File: src/desrf_pkg.sv
// Package: DES round function tables, widths and helper functions.
package desrf_pkg;

    localparam int HALF_W = 32;
    localparam int KEY_W  = 48;
    localparam int IN_W   = 80;
    localparam int OUT_W  = 32;

    typedef logic [HALF_W-1:0] t_half;
    typedef logic [KEY_W-1:0]  t_key;

    localparam logic [5:0] EXPAND_TAB [48] = '{
        6'd32, 6'd1,  6'd2,  6'd3,  6'd4,  6'd5,  6'd4,  6'd5,  6'd6,  6'd7,  6'd8,  6'd9,
        6'd8,  6'd9,  6'd10, 6'd11, 6'd12, 6'd13, 6'd12, 6'd13, 6'd14, 6'd15, 6'd16, 6'd17,
        6'd16, 6'd17, 6'd18, 6'd19, 6'd20, 6'd21, 6'd20, 6'd21, 6'd22, 6'd23, 6'd24, 6'd25,
        6'd24, 6'd25, 6'd26, 6'd27, 6'd28, 6'd29, 6'd28, 6'd29, 6'd30, 6'd31, 6'd32, 6'd1
    };

    localparam logic [5:0] PERM_TAB [32] = '{
        6'd16, 6'd7,  6'd20, 6'd21, 6'd29, 6'd12, 6'd28, 6'd17,
        6'd1,  6'd15, 6'd23, 6'd26, 6'd5,  6'd18, 6'd31, 6'd10,
        6'd2,  6'd8,  6'd24, 6'd14, 6'd32, 6'd27, 6'd3,  6'd9,
        6'd19, 6'd13, 6'd30, 6'd6,  6'd22, 6'd11, 6'd4,  6'd25
    };

    localparam logic [3:0] SBOX_TAB [8][64] = '{
        '{4'd14, 4'd4, 4'd13, 4'd1, 4'd2, 4'd15, 4'd11, 4'd8, 4'd3, 4'd10, 4'd6, 4'd12,
          4'd5, 4'd9, 4'd0, 4'd7,
          4'd0, 4'd15, 4'd7, 4'd4, 4'd14, 4'd2, 4'd13, 4'd1, 4'd10, 4'd6, 4'd12, 4'd11,
          4'd9, 4'd5, 4'd3, 4'd8,
          4'd4, 4'd1, 4'd14, 4'd8, 4'd13, 4'd6, 4'd2, 4'd11, 4'd15, 4'd12, 4'd9, 4'd7,
          4'd3, 4'd10, 4'd5, 4'd0,
          4'd15, 4'd12, 4'd8, 4'd2, 4'd4, 4'd9, 4'd1, 4'd7, 4'd5, 4'd11, 4'd3, 4'd14,
          4'd10, 4'd0, 4'd6, 4'd13},
        '{4'd15, 4'd1, 4'd8, 4'd14, 4'd6, 4'd11, 4'd3, 4'd4, 4'd9, 4'd7, 4'd2, 4'd13,
          4'd12, 4'd0, 4'd5, 4'd10,
          4'd3, 4'd13, 4'd4, 4'd7, 4'd15, 4'd2, 4'd8, 4'd14, 4'd12, 4'd0, 4'd1, 4'd10,
          4'd6, 4'd9, 4'd11, 4'd5,
          4'd0, 4'd14, 4'd7, 4'd11, 4'd10, 4'd4, 4'd13, 4'd1, 4'd5, 4'd8, 4'd12, 4'd6,
          4'd9, 4'd3, 4'd2, 4'd15,
          4'd13, 4'd8, 4'd10, 4'd1, 4'd3, 4'd15, 4'd4, 4'd2, 4'd11, 4'd6, 4'd7, 4'd12,
          4'd0, 4'd5, 4'd14, 4'd9},
        '{4'd10, 4'd0, 4'd9, 4'd14, 4'd6, 4'd3, 4'd15, 4'd5, 4'd1, 4'd13, 4'd12, 4'd7,
          4'd11, 4'd4, 4'd2, 4'd8,
          4'd13, 4'd7, 4'd0, 4'd9, 4'd3, 4'd4, 4'd6, 4'd10, 4'd2, 4'd8, 4'd5, 4'd14,
          4'd12, 4'd11, 4'd15, 4'd1,
          4'd13, 4'd6, 4'd4, 4'd9, 4'd8, 4'd15, 4'd3, 4'd0, 4'd11, 4'd1, 4'd2, 4'd12,
          4'd5, 4'd10, 4'd14, 4'd7,
          4'd1, 4'd10, 4'd13, 4'd0, 4'd6, 4'd9, 4'd8, 4'd7, 4'd4, 4'd15, 4'd14, 4'd3,
          4'd11, 4'd5, 4'd2, 4'd12},
        '{4'd7, 4'd13, 4'd14, 4'd3, 4'd0, 4'd6, 4'd9, 4'd10, 4'd1, 4'd2, 4'd8, 4'd5,
          4'd11, 4'd12, 4'd4, 4'd15,
          4'd13, 4'd8, 4'd11, 4'd5, 4'd6, 4'd15, 4'd0, 4'd3, 4'd4, 4'd7, 4'd2, 4'd12,
          4'd1, 4'd10, 4'd14, 4'd9,
          4'd10, 4'd6, 4'd9, 4'd0, 4'd12, 4'd11, 4'd7, 4'd13, 4'd15, 4'd1, 4'd3, 4'd14,
          4'd5, 4'd2, 4'd8, 4'd4,
          4'd3, 4'd15, 4'd0, 4'd6, 4'd10, 4'd1, 4'd13, 4'd8, 4'd9, 4'd4, 4'd5, 4'd11,
          4'd12, 4'd7, 4'd2, 4'd14},
        '{4'd2, 4'd12, 4'd4, 4'd1, 4'd7, 4'd10, 4'd11, 4'd6, 4'd8, 4'd5, 4'd3, 4'd15,
          4'd13, 4'd0, 4'd14, 4'd9,
          4'd14, 4'd11, 4'd2, 4'd12, 4'd4, 4'd7, 4'd13, 4'd1, 4'd5, 4'd0, 4'd15, 4'd10,
          4'd3, 4'd9, 4'd8, 4'd6,
          4'd4, 4'd2, 4'd1, 4'd11, 4'd10, 4'd13, 4'd7, 4'd8, 4'd15, 4'd9, 4'd12, 4'd5,
          4'd6, 4'd3, 4'd0, 4'd14,
          4'd11, 4'd8, 4'd12, 4'd7, 4'd1, 4'd14, 4'd2, 4'd13, 4'd6, 4'd15, 4'd0, 4'd9,
          4'd10, 4'd4, 4'd5, 4'd3},
        '{4'd12, 4'd1, 4'd10, 4'd15, 4'd9, 4'd2, 4'd6, 4'd8, 4'd0, 4'd13, 4'd3, 4'd4,
          4'd14, 4'd7, 4'd5, 4'd11,
          4'd10, 4'd15, 4'd4, 4'd2, 4'd7, 4'd12, 4'd9, 4'd5, 4'd6, 4'd1, 4'd13, 4'd14,
          4'd0, 4'd11, 4'd3, 4'd8,
          4'd9, 4'd14, 4'd15, 4'd5, 4'd2, 4'd8, 4'd12, 4'd3, 4'd7, 4'd0, 4'd4, 4'd10,
          4'd1, 4'd13, 4'd11, 4'd6,
          4'd4, 4'd3, 4'd2, 4'd12, 4'd9, 4'd5, 4'd15, 4'd10, 4'd11, 4'd14, 4'd1, 4'd7,
          4'd6, 4'd0, 4'd8, 4'd13},
        '{4'd4, 4'd11, 4'd2, 4'd14, 4'd15, 4'd0, 4'd8, 4'd13, 4'd3, 4'd12, 4'd9, 4'd7,
          4'd5, 4'd10, 4'd6, 4'd1,
          4'd13, 4'd0, 4'd11, 4'd7, 4'd4, 4'd9, 4'd1, 4'd10, 4'd14, 4'd3, 4'd5, 4'd12,
          4'd2, 4'd15, 4'd8, 4'd6,
          4'd1, 4'd4, 4'd11, 4'd13, 4'd12, 4'd3, 4'd7, 4'd14, 4'd10, 4'd15, 4'd6, 4'd8,
          4'd0, 4'd5, 4'd9, 4'd2,
          4'd6, 4'd11, 4'd13, 4'd8, 4'd1, 4'd4, 4'd10, 4'd7, 4'd9, 4'd5, 4'd0, 4'd15,
          4'd14, 4'd2, 4'd3, 4'd12},
        '{4'd13, 4'd2, 4'd8, 4'd4, 4'd6, 4'd15, 4'd11, 4'd1, 4'd10, 4'd9, 4'd3, 4'd14,
          4'd5, 4'd0, 4'd12, 4'd7,
          4'd1, 4'd15, 4'd13, 4'd8, 4'd10, 4'd3, 4'd7, 4'd4, 4'd12, 4'd5, 4'd6, 4'd11,
          4'd0, 4'd14, 4'd9, 4'd2,
          4'd7, 4'd11, 4'd4, 4'd1, 4'd9, 4'd12, 4'd14, 4'd2, 4'd0, 4'd6, 4'd10, 4'd13,
          4'd15, 4'd3, 4'd5, 4'd8,
          4'd2, 4'd1, 4'd14, 4'd7, 4'd4, 4'd10, 4'd8, 4'd13, 4'd15, 4'd12, 4'd9, 4'd0,
          4'd3, 4'd5, 4'd6, 4'd11}
    };

    // DES bit n sits at position 32-n of a 32-bit word
    function automatic t_key expand(input t_half r);
        t_key       ex;
        logic [5:0] pos;
        for (int i = 0; i < KEY_W; i++) begin
            pos = 6'd32 - EXPAND_TAB[i];
            ex[KEY_W-1-i] = r[pos[4:0]];
        end
        return ex;
    endfunction

    function automatic t_half sbox_all(input t_key x);
        t_half      sb;
        logic [5:0] six;
        for (int i = 0; i < 8; i++) begin
            six = x[KEY_W-1-6*i -: 6];
            sb[HALF_W-1-4*i -: 4] = SBOX_TAB[i][{six[5], six[0], six[4:1]}];
        end
        return sb;
    endfunction

    function automatic t_half permute(input t_half s);
        t_half      p;
        logic [5:0] pos;
        for (int i = 0; i < HALF_W; i++) begin
            pos = 6'd32 - PERM_TAB[i];
            p[HALF_W-1-i] = s[pos[4:0]];
        end
        return p;
    endfunction

endpackage

File: src/des_round_function_unit.sv
// Top level: three-stage pipelined DES round (Feistel f) function.
// Stages in order: expansion and key XOR (r_x1), S-box lookup (r_s2), permutation (r_f3).
// Throughput: one request per cycle while the output side accepts every cycle.
// Each stage advances when empty or when the stage after it advances.
// Reset (i_rst_n low, synchronous) drops all in-flight requests.
module des_round_function_unit (
    input  logic                        i_clk,
    input  logic                        i_rst_n,
    input  logic                        i_s_tvalid,
    output logic                        o_s_tready,
    input  logic [desrf_pkg::IN_W-1:0]  i_s_tdata,  // right_half[31:0], round_key[79:32]
    output logic                        o_m_tvalid,
    input  logic                        i_m_tready,
    output logic [desrf_pkg::OUT_W-1:0] o_m_tdata   // f_result[31:0]
);
    import desrf_pkg::*;

    logic  r_v1, r_v2, r_v3;
    logic  n_v1, n_v2, n_v3;
    t_key  r_x1;
    t_half r_s2, r_f3;
    logic  w_adv1, w_adv2, w_adv3;

    assign w_adv3 = !r_v3 || i_m_tready;
    assign w_adv2 = !r_v2 || w_adv3;
    assign w_adv1 = !r_v1 || w_adv2;

    assign o_s_tready = w_adv1;
    assign o_m_tvalid = r_v3;
    assign o_m_tdata  = r_f3;

    always_comb begin
        n_v1 = w_adv1 ? i_s_tvalid : r_v1;
        n_v2 = w_adv2 ? r_v1 : r_v2;
        n_v3 = w_adv3 ? r_v2 : r_v3;
    end

    always_ff @(posedge i_clk) begin
        if (!i_rst_n) begin
            r_v1 <= 1'b0;
            r_v2 <= 1'b0;
            r_v3 <= 1'b0;
        end else begin
            r_v1 <= n_v1;
            r_v2 <= n_v2;
            r_v3 <= n_v3;
        end
    end

    always_ff @(posedge i_clk) begin
        if (w_adv1) begin
            r_x1 <= expand(i_s_tdata[HALF_W-1:0]) ^ i_s_tdata[IN_W-1:HALF_W];
        end
        if (w_adv2) begin
            r_s2 <= sbox_all(r_x1);
        end
        if (w_adv3) begin
            r_f3 <= permute(r_s2);
        end
    end

endmodule

File: config.mk
export PLATFORM = sky130hd
export DESIGN_NAME = des_round_function_unit
export DESIGN_NICKNAME = d
export VERILOG_FILES = /design/src/desrf_pkg.sv /design/src/des_round_function_unit.sv
export SDC_FILE = /design/constraint.sdc
export NUM_CORES = 1
export LEC_CHECK = 0
export BUFFER_PORTS_ARGS = -buffer_cell sky130_fd_sc_hd__buf_4
export CORE_ASPECT_RATIO = 0.7
export CORE_MARGIN = 2
export CORE_UTILIZATION = 48
export CTS_CLUSTER_DIAMETER = 30
export DETAILED_ROUTE_END_ITERATION = 8
export PLACE_DENSITY = 0.69
export SKIP_LAST_GASP = 1
export SLEW_MARGIN = 20
export SYNTH_ARGS = -nofsm -noshare
export SYNTH_HDL_FRONTEND = slang
export SYNTH_SLANG_ARGS = --single-unit
export TNS_END_PERCENT = 20
File: constraint.sdc
create_clock -name i_clk -period 3.4 [get_ports i_clk]
set_input_delay 0.68 -clock i_clk [delete_from_list [all_inputs] [get_ports i_clk]]
set_output_delay 0.68 -clock i_clk [all_outputs]
set_load 0.05 [all_outputs]
# Word level (Yosys, flattened, before mapping)

Memory sizes are Yosys's and may differ from the RTL's. A register that Yosys moved wholly into a read port is not among the register bits.
Index checks and enable logic that the tools add are counted.

Add/subtract/negate cells: 0
Multipliers: 0
Divide/modulo/power cells: 0
Magnitude comparators: 0
Eq/ne operators: 0
Shift operators: 0
Mux-type cells: 0
Bitwise operators: 9
Reduce and logical (&&, ||, !) cells: 6

Operator list:

| kind             | count |
|---|---|
| $not 6->7        | 8 |
| $xor 48x48->48   | 1 |
| $logic_not 1->1  | 3 |
| $logic_or 1x1->1 | 3 |

Register bits: 83
Latch bits: 0
Bits in writable memories: 0
ROM bits: 2048
Logic and storage cells: 28
Memories: 8

Memory list:

| name            | depth | bits a word | read ports | clocked after memory_dff | write ports | RTL line         | RTL |
|---|---|---|---|---|---|---|---|
| (no name shown) | 64    | 4           | 1          | 1                        | 0           | desrf_pkg.sv:109 | `sb[HALF_W-1-4*i -: 4] = SBOX_TAB[i][{six[5], six[0], six[4:1]}];` |
| (no name shown) | 64    | 4           | 1          | 1                        | 0           | desrf_pkg.sv:109 |  |
| (no name shown) | 64    | 4           | 1          | 1                        | 0           | desrf_pkg.sv:109 |  |
| (no name shown) | 64    | 4           | 1          | 1                        | 0           | desrf_pkg.sv:109 |  |
| (no name shown) | 64    | 4           | 1          | 1                        | 0           | desrf_pkg.sv:109 |  |
| (no name shown) | 64    | 4           | 1          | 1                        | 0           | desrf_pkg.sv:109 |  |
| 2 more memories | n/a   | n/a         | n/a        | n/a                      | n/a         | n/a              |  |

# Depth between registers and ports, before layout

Gate-level depths: netlist of the first run.

Depth in word-level cells: 4
Gate-level depth with buffers: 9
Gate-level depth less buffers: 7

# Least setup slack after synthesis of the first run

Ideal clock, no wire load.

Path type: register to register
Start: register r_v3, in the netlist o_m_tvalid
End: register r_x1[0] (enable)
Library setup time: 855 ps
Data arrival time: 2424 ps
Data required time: 2545 ps
Setup slack: 122 ps
Cell stages (with the launch flop): 3
Clock period less this slack: 3278 ps
Cell sequence: dfxtp_1 > nor2b_1 > nand3_1

Word-level cells in the longest chain between the ends: 4

RTL lines:

| element                | RTL line                      | RTL |
|---|---|---|
| from (decl)            | des_round_function_unit.sv:18 | `logic r_v1, r_v2, r_v3;` |
| from (signal assigned) | des_round_function_unit.sv:46 | `r_v3 <= n_v3;` |
| $logic_not 1->1        | des_round_function_unit.sv:24 | `assign w_adv3 = !r_v3 \|\| i_m_tready;` |
| $logic_or 1x1->1       | des_round_function_unit.sv:24 |  |
| $logic_or 1x1->1       | des_round_function_unit.sv:25 | `assign w_adv2 = !r_v2 \|\| w_adv3;` |
| $logic_or 1x1->1       | des_round_function_unit.sv:26 | `assign w_adv1 = !r_v1 \|\| w_adv2;` |
| named net o_s_tready   | des_round_function_unit.sv:10 | `output logic o_s_tready,` |
| to (signal assigned)   | des_round_function_unit.sv:52 | `r_x1 <= expand(i_s_tdata[HALF_W-1:0]) ^ i_s_tdata[IN_W-1:HALF_W];` |
| to (decl)              | des_round_function_unit.sv:20 | `t_key r_x1;` |

The timed path passes the listed nets, and every way through them passes these cells.
A chain may end at the register's enable or synchronous reset.

# Worst setup path in the final report of the first run

Start: register r_x1[2]
End: register r_s2[0] (data pin)

Word-level cells in the longest chain between the ends: 1

RTL lines:

| element                         | RTL line                      | RTL |
|---|---|---|
| $not 6->7 (implied by the code) | desrf_pkg.sv:109              |  |
| to (decl)                       | des_round_function_unit.sv:21 | `t_half r_s2, r_f3;` |

No other way between the ends.

==> reports/qor.csv, run 1 <==
stage,metric,value,unit
route,vias after detailed routing,6655,
setup_path,R2R Setup Slk,850,ps
placement,placed insts,1157,
clocking,CTS max path bufs,2,
power_and_ir_drop,Worst VDD drop,0.313,mV
placement,GPL Wtd Cong,0.938,
timing,Least-Margin Pin Slew,1010,ps
timing,Fin Setup TNS,0,ps
route,antenna-violating nets left,0,
min_path,Hold Crit Depth,0,
route,initial DRC count,715,
global_routing,vias in the first global route,5771,
timing,worst hold slack,415,ps
min_path,Hold/Removal Path Class,register to register,
timing,final worst path period share,75.1,%
die,Starting Density,49.2,%
die,I/O pin cnt,118,
timing,final setup violating endpoints,0,
run_status,status,completed,
yosys,post-synthesis area per instance,9.67,µm²
layout,"commonest non-fill, non-tap cells in the layout","buf_4, edfxtp_1, a21oi_1, ha_1, o21ai_0",
die,Die Ht,115,µm
yosys,asr flop ratio synth,0,%
timing,Final Max Tran Viols,0,
setup_path,CP max FO,14,
timing,Final min period,2550,ps
global_routing,initial antenna violation count,0,
setup_path,family with the most delay on the worst path,multiplexers,
setup_path,Reg-to-Reg End,r_s2[0]$_DFFE_PP_,
yosys,Synth Instances,873,
yosys,sequential fraction of the synthesis area,40.5,%
layout,"most common cell after layout, fill and taps aside",buf_4,
setup_path,CP arrival,2710,ps
timing,RSZ-0062 raised after global routing,no,
route,Routed WL,18000,µm
route,DRC viols,0,
clocking,clock tree from TritonCTS,yes,
layout,layout cells sized above 1,17.5,%
layout,area grow syn2layout,17.3,%
min_path,Worst Hold Endpoint,o_m_tdata[25]$_DFFE_PP_,
route,Vias per Instance,5.60,
die,Chip Width,163,µm
yosys,post-synthesis register bit count,115,
yosys,ys flop type,edfxtp_1,
placement,DPL Wire Length,12200,µm
timing,skew final,7.00,ps
timing,Final Hold Vio Count,0,
yosys,warnings from Yosys,0,
layout,"non-filler cells, final",1189,
layout,fin nets,1092,
timing,Fmax,0.392,GHz
power_and_ir_drop,Pleak,4.06,nW
global_routing,pin count of the biggest net entering global routing,50,
setup_path,Crit path required time,3560,ps
setup_path,crit path kind,register to register,
route,Pre-Repair DR Iteration Count,5,
clocking,post-CTS sizing,0,
job,max_cap viols,0,
clocking,CTS sink count,115,
clocking,H-tree depth,4,
power_and_ir_drop,PwrDens,562,nW/µm²
clocking,root buf cell,clkbuf_16,
clocking,"Clk Latency, worst-skew pair",410,ps
yosys,Post-synth EDFFs,112,
clocking,Hold Buf Count CTS,0,
die,Die ar.,18700,µm²
setup_path,Worst setup SP type,register,
yosys,syn nets,1020,
yosys,unique cell type count in the Yosys netlist,62,
setup_path,Slowest cell on crit path,edfxtp_1,
global_routing,global-route wire length before repair,29200,µm
yosys,Synth Cell Area,8440,µm²
clocking,Clock transition at path regs,50,ps
timing,Max-Slew Margin vs Limit,32.8,%
setup_path,FF-to-FF path depth,6,
die,CORE AREA,17200,µm²
setup_path,Critical Path Max Stage Delay,600,ps
route,DR WL/cell,15.1,µm
layout,n_diodes,0,
global_routing,grt ovf,0,
die,Rows,40,
setup_path,CP Cell Sequence,"inv_1, ha_1, mux2_4, mux4_2, a22oi_1, o21ai_1",
clocking,CTS buffer count,17,
setup_path,Reg2Reg Launch Point,r_x1[2]$_DFFE_PP_,
setup_path,Worst Setup End Kind,register,
setup_path,Buf/Inv on CP,1,
clocking,postcts setup bufs,0,
min_path,worst hold path startpoint,r_s2[4]$_DFFE_PP_,
placement,# port buffers,117,
global_routing,GR Util All Layers,19.7,%
==> cell families after synthesis <==
kind of cell             synth area share [%]
buffers and inverters                    5.28
flip-flops                               40.5
adder cells (fa/ha/maj)                  9.34
multiplexers                             4.91
AO/OA/AOI/OAI                            20.7
AND/OR/NAND/NOR                          11.9
XOR/XNOR                                 7.26
==> synth_stat cells (all sizes together) (2+ instances only) <==
cell type  instances  area [µm²]
dfxtp              3        60.1
nor3              19        95.1
inv               37         139
nand2b            20         125
a211oi            26         195
o311ai             5        43.8
o211ai            19         143
nor2b             25         156
a221o              3        30.0
clkbuf            36         136
mux2i             23         230
nand3b             4        30.0
xnor2             13         114
a41o               2        20.0
mux2               4        48.8
nand3             15        75.1
nor3b              2        15.0
edfxtp           112        3360
or2                5        31.3
ha                63         788
xor2              57         499
a21oi             83         415
o311a              4        40.0
a22oi              2        15.0
buf               32         170
a21o               4        30.0
a211o              9        78.8
a311oi             5        43.8
mux4               6         135
a31oi             15        93.8
or3                6        37.5
o31ai              4        30.0
nor2              58         218
o21ai             64         320
nand2             58         218
o22a               2        17.5
a2111oi            4        35.0
o2111ai            4        35.0
o221ai             3        26.3
o22ai              3        18.8
==> final cells by class <==
cell class	count	area [µm²]
repair buffers	121	908
flip-flops and latches	115	3420
inverters	37	139
clock buffers	27	513
fillers	1508	7260
multi-input cells	653	4580
well taps	231	289
clock inverters	5	50.0
==> worst max path at each step <==
stage / slack, ps / end / cells after the start / startpoint
after detailed placement: 870 / r_s2[0]$_DFFE_PP_ / 6 / r_x1[2]$_DFFE_PP_
after floorplan: 120 / r_x1[0]$_DFFE_PP_ / 2 / o_m_tvalid$_SDFFE_PN0P_
final: 850 / r_s2[0]$_DFFE_PP_ / 6 / r_x1[2]$_DFFE_PP_
after global placement: 970 / r_s2[0]$_DFFE_PP_ / 6 / r_x1[2]$_DFFE_PP_
after CTS: 850 / r_s2[0]$_DFFE_PP_ / 6 / r_x1[2]$_DFFE_PP_
after global routing: 720 / r_s2[0]$_DFFE_PP_ / 6 / r_x1[2]$_DFFE_PP_
==> stage by stage <==
step | total power, mW | utilization, % | worst slack [ps] | cell area [µm²]
floorplan | 3.41 | - | 122 | 8440
global placement | 3.85 | 54.4 | 974 | 9340
detailed placement | 3.87 | 54.4 | 869 | 9340
CTS | 5.58 | 57.7 | 854 | 9900
global route | 5.86 | 57.7 | 721 | 9900
finish | 5.56 | 57.7 | 847 | 9900
==> report_power, final <==
group | internal (mW) | switching [mW] | leakage (nW) | total [mW]
logic | 0.671 | 0.962 | 2.57 | 1.63
registers | 1.91 | 0.320 | 1.20 | 2.23
clock network | 1.10 | 0.604 | 0.281 | 1.70
==> routing by layer <==
layer | vias up | wire length (µm) | GRT usage, %
met3 | 15 | 992 | 4.44
met4 | 0 | 168 | 5.55
met5 | - | 0 | 0
met2 | 202 | 8090 | 28.9
li1 | 3350 | - | -
met1 | 3088 | 8760 | 29.2
==> sequential cells by signal, indices dropped and copies added (netlist names) <==
register and count:
o_m_tvalid 1, r_s2 32, r_v2 1, r_x1 48, o_m_tdata 32, r_v1 1
Power figures use the tool's default switching activity.
==> run 2, diff against run 1 <==
Settings changed: PLACE_DENSITY 0.69 to 0.71.
Clock period 3.4 ns to 2.2 ns, I/O delays scaled along.
==> run 2 against run 1 <==
  * Clock skew decreased by 1.4 ps
  * Critical endpoint unchanged
  * Worst hold slack got worse by 170 ps
  * Clock-buffer cell count is 8 lower
==> reports/qor.csv, run 2 (same netlist as run 1, synthesis figures left out) <==
stage,metric,value,unit,change
run_status,status,completed,,unchanged
power_and_ir_drop,Sw Share,33.0,%,was 33.9%
layout,post-layout util,60.1,%,was 57.7%
die,Starting Density,49.2,%,unchanged
setup_path,CP arrival,2220,ps,was 2710 ps
route,DRC viols,0,,unchanged
power_and_ir_drop,Worst VDD drop,0.543,mV,was 0.313 mV
clocking,root buf cell,clkbuf_16,,unchanged
timing,skew final,5.65,ps,was 7.00 ps
layout,Fillers,1484,,"was 1,508"
timing,final worst path period share,93.6,%,was 75.1%
route,Vias per Instance,5.58,,was 5.60
die,Die Ht,115,µm,unchanged
die,Chip Width,163,µm,unchanged
layout,area grow syn2layout,22.3,%,was 17.3%
job,max_cap viols,0,,unchanged
route,DR WL/cell,15.4,µm,was 15.1 µm
setup_path,Worst setup SP type,register,,unchanged
clocking,Hold Buf Count CTS,0,,unchanged
route,initial DRC count,565,,was 715
placement,DPL Wire Length,13000,µm,"was 12,200 µm"
timing,worst hold slack,244,ps,was 415 ps
power_and_ir_drop,Internal,6.08,mW,was 3.67 mW
power_and_ir_drop,clock share of power,32.6,%,was 30.6%
layout,"commonest non-fill, non-tap cells in the layout","buf_4, edfxtp_1, a21oi_1, ha_1, o21ai_0",,unchanged
min_path,Hold/Removal Path Class,input pin to register,,was register to register
global_routing,vias in the first global route,6059,,"was 5,771"
route,Pre-Repair DR Iteration Count,6,,was 5
power_and_ir_drop,sw power,2.99,mW,was 1.89 mW
layout,max FFs per register,48,,unchanged
clocking,postcts setup bufs,0,,unchanged
power_and_ir_drop,PwrDens,878,nW/µm²,was 562 nW/µm²
layout,"most common cell after layout, fill and taps aside",buf_4,,unchanged
setup_path,Crit path required time,2360,ps,was 3560 ps
die,Rows,40,,unchanged
layout,n_diodes,0,,unchanged
global_routing,pin count of the biggest net entering global routing,33,,was 50
power_and_ir_drop,Flop pwr share,36.1,%,was 40.1%
setup_path,Worst Setup End Kind,register,,unchanged
clocking,CTS max path bufs,2,,unchanged
timing,Final min period,2060,ps,was 2550 ps
route,antenna-violating nets left,0,,unchanged
placement,# port buffers,117,,unchanged
clocking,H-tree depth,4,,unchanged
die,CORE AREA,17200,µm²,unchanged
layout,most flop-heavy register,r_x1,,unchanged
power_and_ir_drop,Pleak,4.31,nW,was 4.06 nW
timing,Least-Margin Pin Slew,742,ps,was 1010 ps
clocking,"Clk Latency, worst-skew pair",410,ps,about the same
global_routing,initial antenna violation count,0,,unchanged
clocking,post-CTS sizing,0,,unchanged
layout,fin nets,1139,,"was 1,092"
route,Routed WL,19000,µm,"was 18,000 µm"
die,I/O pin cnt,118,,unchanged
timing,Fmax,0.486,GHz,was 0.392 GHz
global_routing,grt ovf,0,,unchanged
timing,final setup violating endpoints,0,,unchanged
global_routing,GR Util All Layers,20.5,%,was 19.7%
timing,RSZ-0062 raised after global routing,no,,unchanged
clocking,Clock transition at path regs,50,ps,about the same
power_and_ir_drop,Comb pwr share,31.3,%,was 29.4%
timing,Max-Slew Margin vs Limit,50.6,%,was 32.8%
layout,layout cells sized above 1,21.4,%,was 17.5%
die,Die ar.,18700,µm²,unchanged
placement,GPL Wtd Cong,0.899,,was 0.938
clocking,CTS sink count,115,,unchanged
global_routing,global-route wire length before repair,30400,µm,"was 29,200 µm"
route,vias after detailed routing,6899,,"was 6,655"
timing,Final Max Tran Viols,0,,unchanged
setup_path,CP max FO,5,,was 14
clocking,CTS buffer count,17,,unchanged
clocking,clock tree from TritonCTS,yes,,unchanged
setup_path,crit path kind,register to register,,unchanged
timing,Final Hold Vio Count,0,,unchanged
[run 2: final timing paths]
kind | startpoint | to | slack [ps] | depth (start not counted)
max | r_x1[1]$_DFFE_PP_ | r_s2[0]$_DFFE_PP_ | 140 | 6
min | i_rst_n | o_m_tvalid$_SDFFE_PN0P_ | 240 | 2
max reg2reg | r_x1[1]$_DFFE_PP_ | r_s2[0]$_DFFE_PP_ | 140 | 6
min reg2reg | r_s2[15]$_DFFE_PP_ | o_m_tdata[24]$_DFFE_PP_ | 420 | 0
[run 2: final cells by class]
class / instances / area, µm² / area share (%)
clock inverters: 13 / 189 / 1.83
well taps: 231 / 289 / 2.80
clock buffers: 19 / 433 / 4.19
multi-input cells: 653 / 4590 / 44.5
repair buffers: 168 / 1260 / 12.2
inverters: 37 / 139 / 1.35
flip-flops and latches: 115 / 3420 / 33.2
[run 2: per-stage QoR]
step	power (mW)	TNS, ps	instances	cell area, µm²	worst slack (ps)
after floorplan	5.27	-239	873	8460	-203
final	9.06	0	1236	10300	142
after detailed placement	6.11	0	1204	9700	148
after global routing	9.52	0	1236	10300	48.7
after CTS	9.11	0	1236	10300	133
after global placement	6.08	0	1204	9700	177
[run 2: power by group through the flow]
| stage | registers, mW | clock network [mW] | logic (mW) |
|---|---|---|---|
| after floorplan | 3.74 | 0 | 1.53 |
| after global placement | 3.30 | 0 | 2.78 |
| after detailed placement | 3.31 | 0 | 2.80 |
| after CTS | 3.27 | 3.01 | 2.82 |
| after global routing | 3.33 | 3.12 | 3.07 |
| final | 3.27 | 2.96 | 2.83 |
[run 2: per-layer routing]
layer  vias up  routed length, µm  GRT usage (%)
li1       3435                  -              -
met1      3206               9070           29.5
met2       238               8580           31.3
met3        20               1200           4.37
met4         0                199           5.84
met5         -                  0              0
[run 2: worst max-delay path, stage by stage (launching register included)]
cell,delay (ps)
edfxtp_1,370
inv_1,160
ha_1,270
mux2_4,280
mux4_2,440
a22oi_1,190
o21ai_1,90
